`src/rtl/pis_pkg.sv`:
```
// ----------------------------------------------------------------------------
// Process interlock sequencer package
// Shared word types, command and state codes, and the lookup functions for
// the transition graph and the per-state permission masks.
// ----------------------------------------------------------------------------
package pis_pkg;

   // Command codes carried in req_type.
   localparam logic [2:0] REQ_SELECT_MAT  = 3'd0;
   localparam logic [2:0] REQ_CHANGE_MAT  = 3'd1;
   localparam logic [2:0] REQ_ACK_STEP    = 3'd2;
   localparam logic [2:0] REQ_SET_STATE   = 3'd3;
   localparam logic [2:0] REQ_FAULT       = 3'd4;
   localparam logic [2:0] REQ_CLEAR_FAULT = 3'd5;

   // Machine state codes.
   localparam logic [2:0] ST_IDLE    = 3'd0;
   localparam logic [2:0] ST_SHRED   = 3'd1;
   localparam logic [2:0] ST_PREHEAT = 3'd2;
   localparam logic [2:0] ST_EXTRUDE = 3'd3;
   localparam logic [2:0] ST_COOL    = 3'd4;
   localparam logic [2:0] ST_FAULT   = 3'd5;
   localparam logic [2:0] ST_ESTOP   = 3'd6;
   localparam logic [2:0] ST_NONE    = 3'd7;

   // Material codes.
   localparam logic [1:0] MAT_NONE = 2'd0;
   localparam logic [1:0] MAT_PLA  = 2'd1;
   localparam logic [1:0] MAT_PET  = 2'd2;

   // Changeover session codes.
   localparam logic [2:0] SES_NONE  = 3'd0;
   localparam logic [2:0] SES_PLA   = 3'd1;
   localparam logic [2:0] SES_PET   = 3'd2;
   localparam logic [2:0] SES_PURGE = 3'd3;
   localparam logic [2:0] SES_FINAL = 3'd7;

   // Safety flag bit positions.
   localparam int SF_ESTOP   = 0;
   localparam int SF_TEMPS   = 5;
   localparam int SF_GAUGE   = 6;
   localparam int SF_HEATFB  = 7;
   localparam int SF_RESTART = 8;
   localparam logic [4:0] SF_GUARDS_ALL = 5'b11111;

   // Configuration register indexes.
   localparam logic [1:0] CSR_FEEDER   = 2'd0;
   localparam logic [1:0] CSR_SCREW    = 2'd1;
   localparam logic [1:0] CSR_SHREDDER = 2'd2;
   localparam logic [1:0] CSR_HEATER   = 2'd3;

   localparam int CSR_ADDR_W = 4;
   localparam int CSR_DATA_W = 32;
   localparam int MASK_W     = 7;

   typedef struct packed {
      logic [2:0] req_type;
      logic [1:0] requested_material;
      logic [2:0] requested_state;
      logic [2:0] expected_session;
      logic       confirm;
      logic       lockout;
      logic [8:0] safety_flags;
   } req_word_type;

   typedef struct packed {
      logic       accepted;
      logic [2:0] machine_state;
      logic [1:0] active_material;
      logic [1:0] pending_material;
      logic [2:0] material_session;
      logic       material_ready;
      logic [3:0] permission_flags;
   } rsp_word_type;

   typedef struct packed {
      logic [MASK_W-1:0] feeder;
      logic [MASK_W-1:0] screw;
      logic [MASK_W-1:0] shredder;
      logic [MASK_W-1:0] heater;
   } cfg_masks_type;

   // Allowed next states for a current state, one bit per target state.
   function automatic logic [7:0] graph_row(input logic [2:0] cur);
      logic [7:0] row;
      unique case (cur)
         ST_IDLE:    row = 8'b0110_0110;
         ST_SHRED:   row = 8'b0110_0101;
         ST_PREHEAT: row = 8'b0111_1000;
         ST_EXTRUDE: row = 8'b0111_0000;
         ST_COOL:    row = 8'b0110_0001;
         ST_FAULT:   row = 8'b0100_0001;
         ST_ESTOP:   row = 8'b0000_0001;
         default:    row = 8'b0000_0000;
      endcase
      return row;
   endfunction

   // Permission bits of a machine state; the unused code has none.
   function automatic logic [3:0] perm_bits(input cfg_masks_type m, input logic [2:0] st);
      logic [3:0] p;
      p = 4'b0000;
      if (st != ST_NONE) begin
         p = {m.heater[st], m.shredder[st], m.screw[st], m.feeder[st]};
      end
      return p;
   endfunction

   // Material is set and its own active session is current.
   function automatic logic mat_ready(input logic [1:0] mat, input logic [2:0] ses);
      return ((mat == MAT_PLA) && (ses == SES_PLA)) ||
             ((mat == MAT_PET) && (ses == SES_PET));
   endfunction

endpackage

```
`src/rtl/pis_csr.sv`:
```
// ----------------------------------------------------------------------------
// Process interlock sequencer configuration registers
// APB-style register file holding the four per-state permission masks.
// ----------------------------------------------------------------------------
module pis_csr import pis_pkg::*; (
   input  logic                  clock,
   input  logic                  reset,
   input  logic                  psel,
   input  logic                  penable,
   input  logic                  pwrite,
   input  logic [CSR_ADDR_W-1:0] paddr,
   input  logic [CSR_DATA_W-1:0] pwdata,
   output logic [CSR_DATA_W-1:0] prdata,
   output logic                  pready,
   output cfg_masks_type         masks
);

   cfg_masks_type masks_ff;
   cfg_masks_type masks_in;
   logic [1:0]    reg_index;
   logic          wr_en;
   logic [MASK_W-1:0] rd_mask;

   assign reg_index = paddr[3:2];
   assign wr_en     = psel && penable && pwrite;
   assign pready    = 1'b1;

   // Write decode.
   always_comb begin
      masks_in = masks_ff;
      if (wr_en) begin
         unique case (reg_index)
            CSR_FEEDER:   masks_in.feeder   = pwdata[MASK_W-1:0];
            CSR_SCREW:    masks_in.screw    = pwdata[MASK_W-1:0];
            CSR_SHREDDER: masks_in.shredder = pwdata[MASK_W-1:0];
            CSR_HEATER:   masks_in.heater   = pwdata[MASK_W-1:0];
            default:      masks_in = masks_ff;
         endcase
      end
   end

   always_ff @(posedge clock) begin
      if (reset) begin
         masks_ff <= '0;
      end else begin
         masks_ff <= masks_in;
      end
   end

   // Read mux.
   always_comb begin
      unique case (reg_index)
         CSR_FEEDER:   rd_mask = masks_ff.feeder;
         CSR_SCREW:    rd_mask = masks_ff.screw;
         CSR_SHREDDER: rd_mask = masks_ff.shredder;
         CSR_HEATER:   rd_mask = masks_ff.heater;
         default:      rd_mask = '0;
      endcase
   end

   assign prdata = {{(CSR_DATA_W-MASK_W){1'b0}}, rd_mask};
   assign masks  = masks_ff;

endmodule

```
`src/rtl/pis_core.sv`:
```
// ----------------------------------------------------------------------------
// Process interlock sequencer core
// Holds the machine state, material, pending material and changeover session,
// and evaluates one command word against them in a single pass.
// ----------------------------------------------------------------------------
module pis_core import pis_pkg::*; (
   input  logic          clock,
   input  logic          reset,
   input  logic          fire,
   input  req_word_type  cmd,
   input  cfg_masks_type masks,
   output rsp_word_type  result
);

   logic [2:0] state_ff, state_in;
   logic [1:0] mat_ff, mat_in;
   logic [1:0] pend_ff, pend_in;
   logic [2:0] ses_ff, ses_in;
   logic       ok;
   logic       guards_ok;
   logic       mat_valid;
   logic       running;
   logic       in_halt;
   logic [3:0] new_perm;
   logic [3:0] cur_perm;
   logic [7:0] cur_row;
   logic [1:0] sel_mat;

   assign guards_ok = (cmd.safety_flags[4:0] == SF_GUARDS_ALL);
   assign mat_valid = (cmd.requested_material == MAT_PLA) ||
                      (cmd.requested_material == MAT_PET);
   assign running   = (cmd.requested_state == ST_SHRED) ||
                      (cmd.requested_state == ST_PREHEAT) ||
                      (cmd.requested_state == ST_EXTRUDE);
   assign in_halt   = (state_ff == ST_FAULT) || (state_ff == ST_ESTOP);
   assign new_perm  = perm_bits(masks, cmd.requested_state);
   assign cur_perm  = perm_bits(masks, state_ff);
   assign cur_row   = graph_row(state_ff);
   assign sel_mat   = (ses_ff == SES_FINAL) ? pend_ff : mat_ff;

   // Command evaluation.
   always_comb begin
      state_in = state_ff;
      mat_in   = mat_ff;
      pend_in  = pend_ff;
      ses_in   = ses_ff;
      ok       = 1'b0;
      unique case (cmd.req_type)
         REQ_SELECT_MAT: begin
            if ((state_ff == ST_IDLE) && mat_valid &&
                ((mat_ff == MAT_NONE) || (mat_ff == cmd.requested_material))) begin
               mat_in  = cmd.requested_material;
               pend_in = MAT_NONE;
               ses_in  = (cmd.requested_material == MAT_PLA) ? SES_PLA : SES_PET;
               ok      = 1'b1;
            end
         end
         REQ_CHANGE_MAT: begin
            if ((state_ff == ST_IDLE) && guards_ok && mat_valid && (mat_ff != MAT_NONE) &&
                (cmd.requested_material != mat_ff) &&
                (cur_perm[1:0] == 2'b00)) begin
               pend_in = cmd.requested_material;
               ses_in  = SES_PURGE;
               ok      = 1'b1;
            end
         end
         REQ_ACK_STEP: begin
            if ((state_ff == ST_IDLE) && (ses_ff == cmd.expected_session) && cmd.confirm &&
                (ses_ff >= SES_PURGE)) begin
               if (ses_ff == SES_FINAL) begin
                  // Final confirm activates the pending material.
                  mat_in  = sel_mat;
                  pend_in = MAT_NONE;
                  ses_in  = (sel_mat == MAT_PLA) ? SES_PLA : SES_PET;
               end else begin
                  ses_in = ses_ff + 3'd1;
               end
               ok = 1'b1;
            end
         end
         REQ_SET_STATE: begin
            // Guard chain for a state request; a lost estop wins over all.
            priority if (!cmd.safety_flags[SF_ESTOP]) begin
               state_in = ST_ESTOP;
               ok       = (cmd.requested_state == ST_ESTOP);
            end else if (!cur_row[cmd.requested_state] || (mat_ff == MAT_NONE)) begin
               ok = 1'b0;
            end else if (running && (!mat_ready(mat_ff, ses_ff) || !guards_ok)) begin
               ok = 1'b0;
            end else if ((cmd.requested_state == ST_EXTRUDE) &&
                         (!cmd.safety_flags[SF_TEMPS] || !cmd.safety_flags[SF_GAUGE] ||
                          !cmd.safety_flags[SF_HEATFB])) begin
               ok = 1'b0;
            end else if (in_halt && (cmd.requested_state == ST_IDLE) &&
                         !cmd.safety_flags[SF_RESTART]) begin
               ok = 1'b0;
            end else begin
               state_in = cmd.requested_state;
               ok       = !(new_perm[2] && (new_perm[1] || new_perm[3]));
            end
         end
         REQ_FAULT: begin
            state_in = ST_FAULT;
            ok       = 1'b1;
         end
         REQ_CLEAR_FAULT: begin
            if (in_halt && cmd.lockout && guards_ok && cmd.safety_flags[SF_RESTART]) begin
               state_in = ST_IDLE;
               ok       = 1'b1;
            end
         end
         default: begin
            ok = 1'b0;
         end
      endcase
   end

   // Sequencer state registers, updated once per processed word.
   always_ff @(posedge clock) begin
      if (reset) begin
         state_ff <= ST_IDLE;
         mat_ff   <= MAT_NONE;
         pend_ff  <= MAT_NONE;
         ses_ff   <= SES_NONE;
      end else if (fire) begin
         state_ff <= state_in;
         mat_ff   <= mat_in;
         pend_ff  <= pend_in;
         ses_ff   <= ses_in;
      end
   end

   // Result reflects the registers after this command.
   always_comb begin
      result.accepted         = ok;
      result.machine_state    = state_in;
      result.active_material  = mat_in;
      result.pending_material = pend_in;
      result.material_session = ses_in;
      result.material_ready   = mat_ready(mat_in, ses_in);
      result.permission_flags = perm_bits(masks, state_in);
   end

endmodule

```
`src/rtl/process_interlock_sequencer_unit.sv`:
```
// ----------------------------------------------------------------------------
// Process interlock sequencer
// Safety-interlocked machine and material changeover sequencer with an input
// register, a single-pass evaluation core and a result register.
// ----------------------------------------------------------------------------
// Flow: a taken word is held in the input register and evaluated by the core,
// and its result word is registered in the result register, raising rsp_valid,
// once that register is free or draining.
// Throughput: one word per cycle; a stalled result register holds the input.
// Reset: synchronous, active high; clears both valid flags, the sequencer
// state (idle, no material, no session) and all permission masks.
module process_interlock_sequencer_unit import pis_pkg::*; (
   input  logic                  clock,
   input  logic                  reset,
   input  logic                  req_valid,
   output logic                  req_ready,
   input  req_word_type          req_word,
   output logic                  rsp_valid,
   input  logic                  rsp_ready,
   output rsp_word_type          rsp_word,
   input  logic                  psel,
   input  logic                  penable,
   input  logic                  pwrite,
   input  logic [CSR_ADDR_W-1:0] paddr,
   input  logic [CSR_DATA_W-1:0] pwdata,
   output logic [CSR_DATA_W-1:0] prdata,
   output logic                  pready
);

   req_word_type  req_word_ff, req_word_in;
   logic          req_valid_ff, req_valid_in;
   rsp_word_type  rsp_word_ff, rsp_word_in;
   logic          rsp_valid_ff, rsp_valid_in;
   rsp_word_type  core_result;
   cfg_masks_type masks;
   logic          advance;
   logic          take;

   // A held word moves on when the result register is free or draining.
   assign advance   = req_valid_ff && (!rsp_valid_ff || rsp_ready);
   assign req_ready = !req_valid_ff || advance;
   assign take      = req_valid && req_ready;

   pis_csr u_csr (
      .clock   (clock),
      .reset   (reset),
      .psel    (psel),
      .penable (penable),
      .pwrite  (pwrite),
      .paddr   (paddr),
      .pwdata  (pwdata),
      .prdata  (prdata),
      .pready  (pready),
      .masks   (masks)
   );

   pis_core u_core (
      .clock  (clock),
      .reset  (reset),
      .fire   (advance),
      .cmd    (req_word_ff),
      .masks  (masks),
      .result (core_result)
   );

   // Input register next values.
   always_comb begin
      req_word_in  = take ? req_word : req_word_ff;
      req_valid_in = take || (req_valid_ff && !advance);
   end

   // Result register next values.
   always_comb begin
      rsp_word_in  = advance ? core_result : rsp_word_ff;
      rsp_valid_in = advance || (rsp_valid_ff && !rsp_ready);
   end

   always_ff @(posedge clock) begin
      if (reset) begin
         req_valid_ff <= 1'b0;
         rsp_valid_ff <= 1'b0;
      end else begin
         req_valid_ff <= req_valid_in;
         rsp_valid_ff <= rsp_valid_in;
      end
   end

   always_ff @(posedge clock) begin
      req_word_ff <= req_word_in;
      rsp_word_ff <= rsp_word_in;
   end

   assign rsp_valid = rsp_valid_ff;
   assign rsp_word  = rsp_word_ff;

endmodule

```
`config.mk`:
```
export PLATFORM = sky130hd
export DESIGN_NAME = process_interlock_sequencer_unit
export DESIGN_NICKNAME = d
export VERILOG_FILES = /design/src/rtl/pis_pkg.sv /design/src/rtl/pis_csr.sv /design/src/rtl/pis_core.sv /design/src/rtl/process_interlock_sequencer_unit.sv
export SDC_FILE = /design/constraint.sdc
export NUM_CORES = 1
export LEC_CHECK = 0
export BUFFER_PORTS_ARGS = -buffer_cell sky130_fd_sc_hd__buf_2
export CAP_MARGIN = 25
export CORE_ASPECT_RATIO = 0.9
export CORE_MARGIN = 4
export CORE_UTILIZATION = 35
export CTS_CLUSTER_DIAMETER = 120
export DETAILED_ROUTE_END_ITERATION = 10
export PLACE_DENSITY = 0.68
export SLEW_MARGIN = 20
export SYNTH_ARGS = -nofsm -noshare
export SYNTH_HDL_FRONTEND = slang
export SYNTH_SLANG_ARGS = --single-unit
```
`constraint.sdc`:
```
create_clock -name clock -period 7.2 [get_ports clock]
set_clock_uncertainty 0.2 [all_clocks]
set_input_delay 0 -clock clock [delete_from_list [all_inputs] [get_ports clock]]
set_output_delay 0 -clock clock [all_outputs]
set_load 0.005 [all_outputs]
```
### After elaboration in Yosys (flattened, before gate mapping)

Index checks and enable logic that the tools add are counted.

* bits in registers: 78
* input port bits: 65
* logic and storage cells: 193

* $add $sub $neg: 1
* magnitude comparators: 4
* equal/unequal tests: 37
* muxes and demuxes: 60
* reduce and logical (&&, ||, !) cells: 67

Operators with widths (number)
* case mux 7 bit (7 select lines): 1
* binary-select mux 1 bit (select 3 bit): 11
* two-way mux 3 bit: 10
* logical AND 1 bit: 28
* case mux 7 bit (4 select lines): 1
* equality test 3 x 2 -> 1 bit, second input constant: 8
* two-way mux 2 bit: 11
* equality test 3 bit, second input constant: 7
* two-way mux 1 bit: 20
* case mux 3 bit (3 select lines): 2
* logical OR 1 bit: 16
* equality test 3 x 1 -> 1 bit, second input constant: 5
* logical NOT 1 bit: 12
* less-than comparator 3 x 4 -> 1 bit, second input constant: 3
* equality test 2 x 1 -> 1 bit, second input constant: 5
* equality test 2 bit, second input constant: 5
* logical NOT 3 bit: 3
* != test 3 bit, second input constant: 3
* AND reduction 2 bit: 4
* logical NOT 2 bit: 3
* case mux 1 bit (6 select lines): 1
* case mux 2 bit (3 select lines): 1
* equality test 5 bit, second input constant: 1
* two-way mux 4 bit: 1
* 7 further kinds: 7

### Logic depth before layout (Yosys ltp)

* word-level depth: 12
* gate-level depth with buffers: 10

### Modules after synthesis

A second synthesis with hierarchy kept.

* cell total of the unflattened synthesis: 431
* area, all modules: 4526.8 um2

Modules (own cells, without submodules)
* pis_core: instances 1, cells an instance 234, area an instance 1726.7 um2
* pis_csr: instances 1, cells an instance 149, area an instance 1555.2 um2
* process_interlock_sequencer_unit: instances 1, cells an instance 48, area an instance 1244.9 um2

### Worst setup path after synthesis

Ideal clock, no wire load.

* path kind: register to register
* start: register u_core.ses_ff[0]
* end: register rsp_word_ff, in the netlist rsp_word[0], data pin
* setup time: 0.258 ns
* arrival: 2.356 ns
* data required time: 6.742 ns
* slack: 4.386 ns
* stages on the path, launching flop included: 10
* cell sequence: dfxtp_1 ha_1 nand3b_1 a2111o_1 a221o_1 o211ai_4 nand2b_4 buf_6 a31o_1 o221a_1

* word-level cells in the longest chain between the ends: 12

RTL lines
* from (decl): RTL line pis_core.sv:18 `logic [2:0] ses_ff, ses_in;`
* from (signal assigned): RTL line pis_core.sv:129 `ses_ff <= ses_in;`
* equality test 3 x 1 -> 1 bit or equality test 3 x 2 -> 1 bit (tied branches): RTL line pis_pkg.sv:111, pis_pkg.sv:112
* logical AND 1 bit, on equally long branches: RTL line pis_pkg.sv:111, pis_pkg.sv:112
* logical OR 1 bit (*): RTL line pis_pkg.sv:111 `return ((mat == MAT_PLA) && (ses == SES_PLA)) ||`
* logical NOT 1 bit (*): RTL line pis_core.sv:88 `end else if (running && (!mat_ready(mat_ff, ses_ff) || !guards_ok)) begin`
* logical OR 1 bit (*): RTL line pis_core.sv:88
* logical AND 1 bit (*): RTL line pis_core.sv:88
* two-way mux 3 bit (*): RTL line pis_core.sv:88
* two-way mux 3 bit (*): RTL line pis_core.sv:86 `end else if (!cur_row[cmd.requested_state] || (mat_ff == MAT_NONE)) begin`
* two-way mux 3 bit (*): RTL line pis_core.sv:83 `priority if (!cmd.safety_flags[SF_ESTOP]) begin`
* case mux 3 bit (3 select lines) (*): RTL line pis_core.sv:48 `unique case (cmd.req_type)`
* binary-select mux 1 bit (select 3 bit): RTL line pis_pkg.sv:104 `p = {m.heater[st], m.shredder[st], m.screw[st], m.feeder[st]};`
* two-way mux 1 bit (not written as such): RTL line pis_pkg.sv:104
* to (signal assigned): RTL line process_interlock_sequencer_unit.sv:90 `rsp_word_ff <= rsp_word_in;`
* to (decl): RTL line process_interlock_sequencer_unit.sv:32 `rsp_word_type rsp_word_ff, rsp_word_in;`

Mark *: on every way between the ends. The rest lies on a longest branch, timed or not. The select of a mux whose other input is x is not followed.
A chain may end at the register's enable or synchronous reset.

### Final worst setup path

* start: register u_core.state_ff[1]
* end: register rsp_word_ff, in the netlist rsp_word[2], data pin

* word-level cells in the longest chain between the ends: 12

RTL lines
* from (decl): RTL line pis_core.sv:15 `logic [2:0] state_ff, state_in;`
* from (signal assigned): RTL line pis_core.sv:126 `state_ff <= state_in;`
* parallel branches: the longest is 9 deep, another holds case mux 7 bit (7 select lines)
* case mux 3 bit (3 select lines) (*): RTL line pis_core.sv:48
* binary-select mux 1 bit (select 3 bit): RTL line pis_pkg.sv:104
* two-way mux 1 bit (not written as such): RTL line pis_pkg.sv:104

Every way passes the cells marked *. The select of a mux whose other input is x is not followed.

==> results.txt <==
total CTS buffers - 9
Layout Utilization - 44.0%
largest area contributor in the netlist - edfxtp_1
fill cell count - 1,151
max-slew violations - 0
DP Wirelength - 7640 um
post-synthesis register bit count - 78
grt ovf - 0
CP cell instances - xnor2_1 > or4_4 > a21oi_2 > and4_1 > nand2b_4 > mux2_2 > o221a_1
WL final - 10,700 um
initial antenna violation count - 0
Avg Cell Area, Syn - 10.2 um^2
actual slew at the worst max-slew pin - 0.952 ns
largest net degree at the start of global routing - 41
mapped cell area - 0.00441 mm^2
nets@finish - 589
Worst Slack Setup Final - 3.73 ns
Critical Path Start Type - register
CTS tree - built
status - finished clean
critical-path maximum fanout - 14
Synth cell types - 70
CP Capture Type - register
Area growth, synth to finish - 21.6%
Critical R2R Launch - u_core.state_ff[1]$_SDFFE_PP0P_
FF-to-FF End - rsp_word[2]$_SDFFCE_PN0P_
dpl cell area - 0.00474 mm^2
P_leak - 2.15 nW
Detail Route Antenna Nets - 0
R2R setup slack - 3.73 ns
Slowest-stage cell, CP - dfxtp_1
critical path class - register to register
Die Span Y - 114 um
setup bufs post-CTS - 0
peak supply drop - 0.176 mV
multi-input logic area - 0.00217 mm^2
WHS Endpoint - u_csr.masks[19]$_SDFFE_PP0P_
post-route DRC violation count - 0
vias post-DR - 3,634
final instance area - 0.00536 mm^2
CTS resizes - 0
hold_buf cts - 32
clk sinks - 78
initial drt markers - 293
GP Congestion - 0.933
worst skew pair latency - 0.34 ns
setup_tns - 0 ns
Initial Util - 36.2%
Cell Pwr Density - 204 mW/mm^2
Hold Path Origin - reset
Synth top area share - 25.9%
Ys Warns - 0
slowest cell delay on critical path - 0.66 ns
# IOs - 116
pre-CTS WS - 3.82 ns
Storage cell area - 0.00194 mm^2
clock buffer depth - 2
final period utilization - 48.2%
core region area - 0.0122 mm^2
fin crit period - 3.47 ns
sequential element share of the synthesized area - 44.0%
Routed WL per cell - 15.7 um
dominant cells by area after synthesis - edfxtp_1 (26%), dfxtp_1 (18%), mux2i_1 (6.6%)
required time worst endpoint - 7.08 ns
vias per cell - 5.32
layout cells sized above 1 - 22.0%
area of the die - 0.0145 mm^2
vias in the first global route - 3,464
Min-Delay Path Class - primary input to register
slew margin rel. - 36.5%
EDFF count, synth - 38
fmax - 288 MHz
Setup-failing EPs final - 0
DIE WIDTH - 126 um
number of port buffers - 62
R2R depth - 7
total track usage - 15.1%
Clk pin slew, worst setup/hold paths - 0.06 ns
TritonRoute pass-1 iters - 5
total power - 0.00109 W
Synth Flop Type - dfxtp_1
Core Rows - 38
ys async rst share - 0%
post-synthesis cell count - 432
Hold Violations, Final - 0
first-pass GRT wire length - 17,600 um
max-cap violation count - 0
arrival time at the worst endpoint - 3.35 ns
RSZ-0062 raised after global routing - no
H-tree depth - 3
hold depth - 2
ANT cells - 0
root buf cell - clkbuf_16
[per-stage QoR]
step,hold WS [ns],instances
after detailed placement,-0.0219,634
after global placement,-0.0238,634
after floorplan,-0.101,456
final,0.0284,683
after CTS,0.0273,682
after global routing,0.0708,683
[synth_stat cells, types with 3 or more instances]
cell,count
nor2_1,53
dfxtp_1,40
edfxtp_1,38
mux2i_1,29
buf_4,27
o21ai_0,24
inv_1,23
nand2_1,17
a21oi_1,15
clkbuf_1,14
a211oi_1,9
nand3_1,9
mux4_2,8
nand3b_1,8
ha_1,6
nand2b_1,6
a31oi_1,5
and3_1,5
mux2_2,5
o211ai_1,5
a22o_1,4
a31o_1,4
nor3_1,4
o2111ai_1,4
o221a_1,4
or2_2,4
a221oi_1,3
o221ai_1,3
or3_1,3
[worst max path at each step]
stage	from	to	slack, ns	cells past startpoint
finish	u_core.state_ff[1]$_SDFFE_PP0P_	rsp_word[2]$_SDFFCE_PN0P_	3.73	7
global route	u_core.ses_ff[0]$_SDFFE_PP0P_	rsp_word[2]$_SDFFCE_PN0P_	3.58	8
CTS	u_core.ses_ff[0]$_SDFFE_PP0P_	rsp_word[0]$_SDFFCE_PN0P_	3.80	8
detailed placement	u_core.ses_ff[0]$_SDFFE_PP0P_	rsp_word[2]$_SDFFCE_PN0P_	3.82	8
global placement	u_core.ses_ff[0]$_SDFFE_PP0P_	rsp_word[0]$_SDFFCE_PN0P_	3.86	8
floorplan	u_core.ses_ff[0]$_SDFFE_PP0P_	rsp_word[0]$_SDFFCE_PN0P_	4.39	9
[cell type report]
cell class              count  share of cell area (%)
well taps                 160                    3.73
flip-flops and latches     78                    36.2
clock buffers              10                    4.27
inverters                  24                    1.70
multi-input cells         307                    40.5
clock inverters             6                    1.14
repair buffers             98                    12.5
[where the power goes]
part           switching [W]  internal, W  leakage, nW
clock               0.000176     0.000268        0.143
sequential         0.0000206     0.000487        0.693
combinational      0.0000769    0.0000648         1.31
total               0.000274     0.000820         2.15
[metal layers]
layer	up-vias	GRT usage, %	wire length (um)
li1	1727	-	-
met1	1720	20.0	4840
met2	167	23.4	4780
met3	20	4.66	876
met4	0	5.58	204
met5	-	0	0
[flip-flops by register name, indices dropped and copies added, names as in the netlist]
signal and flops:
u_csr.masks 28, req_word_ff 22, u_core.mat_ff 2, u_core.ses_ff 3, u_core.pend_ff 2, u_core.state_ff 3, rsp_word 16, rsp_valid 1
req_valid_ff 1
[critical path, delay by kind of cell, from the launching register on]
family | cells | cell delay [ns]
multiplexers | 1 | 0.35
flip-flops | 1 | 0.66
AO/OA/AOI/OAI | 2 | 0.54
AND/OR/NAND/NOR | 3 | 1.27
XOR/XNOR | 1 | 0.18
[cells in the final DEF, fill, tap and decap left out, types with 8 or more instances in the layout]
cell type / synthesis / final
mux2i_1: 29 / 29
dlygate4sd3_1: 0 / 32
nand3_1: 9 / 9
nand3b_1: 8 / 8
a211oi_1: 9 / 9
nor2_1: 53 / 53
inv_1: 23 / 23
clkbuf_16: 0 / 9
o21ai_0: 24 / 24
conb_1: 2 / 26
dfxtp_1: 40 / 40
mux4_2: 8 / 8
a21oi_1: 15 / 15
buf_2: 2 / 62
nand2_1: 17 / 17
edfxtp_1: 38 / 38
[cell families after synthesis]
family	after synthesis	share of synthesized area [%]
AO/OA/AOI/OAI	101	16.8
XOR/XNOR	4	0.795
adder cells (fa/ha/maj)	6	1.70
buffers and inverters	71	8.80
flip-flops	78	44.0
multiplexers	42	11.9
other	2	0.170
AND/OR/NAND/NOR	128	15.7
Note: power is estimated with default switching activity, not from simulation.
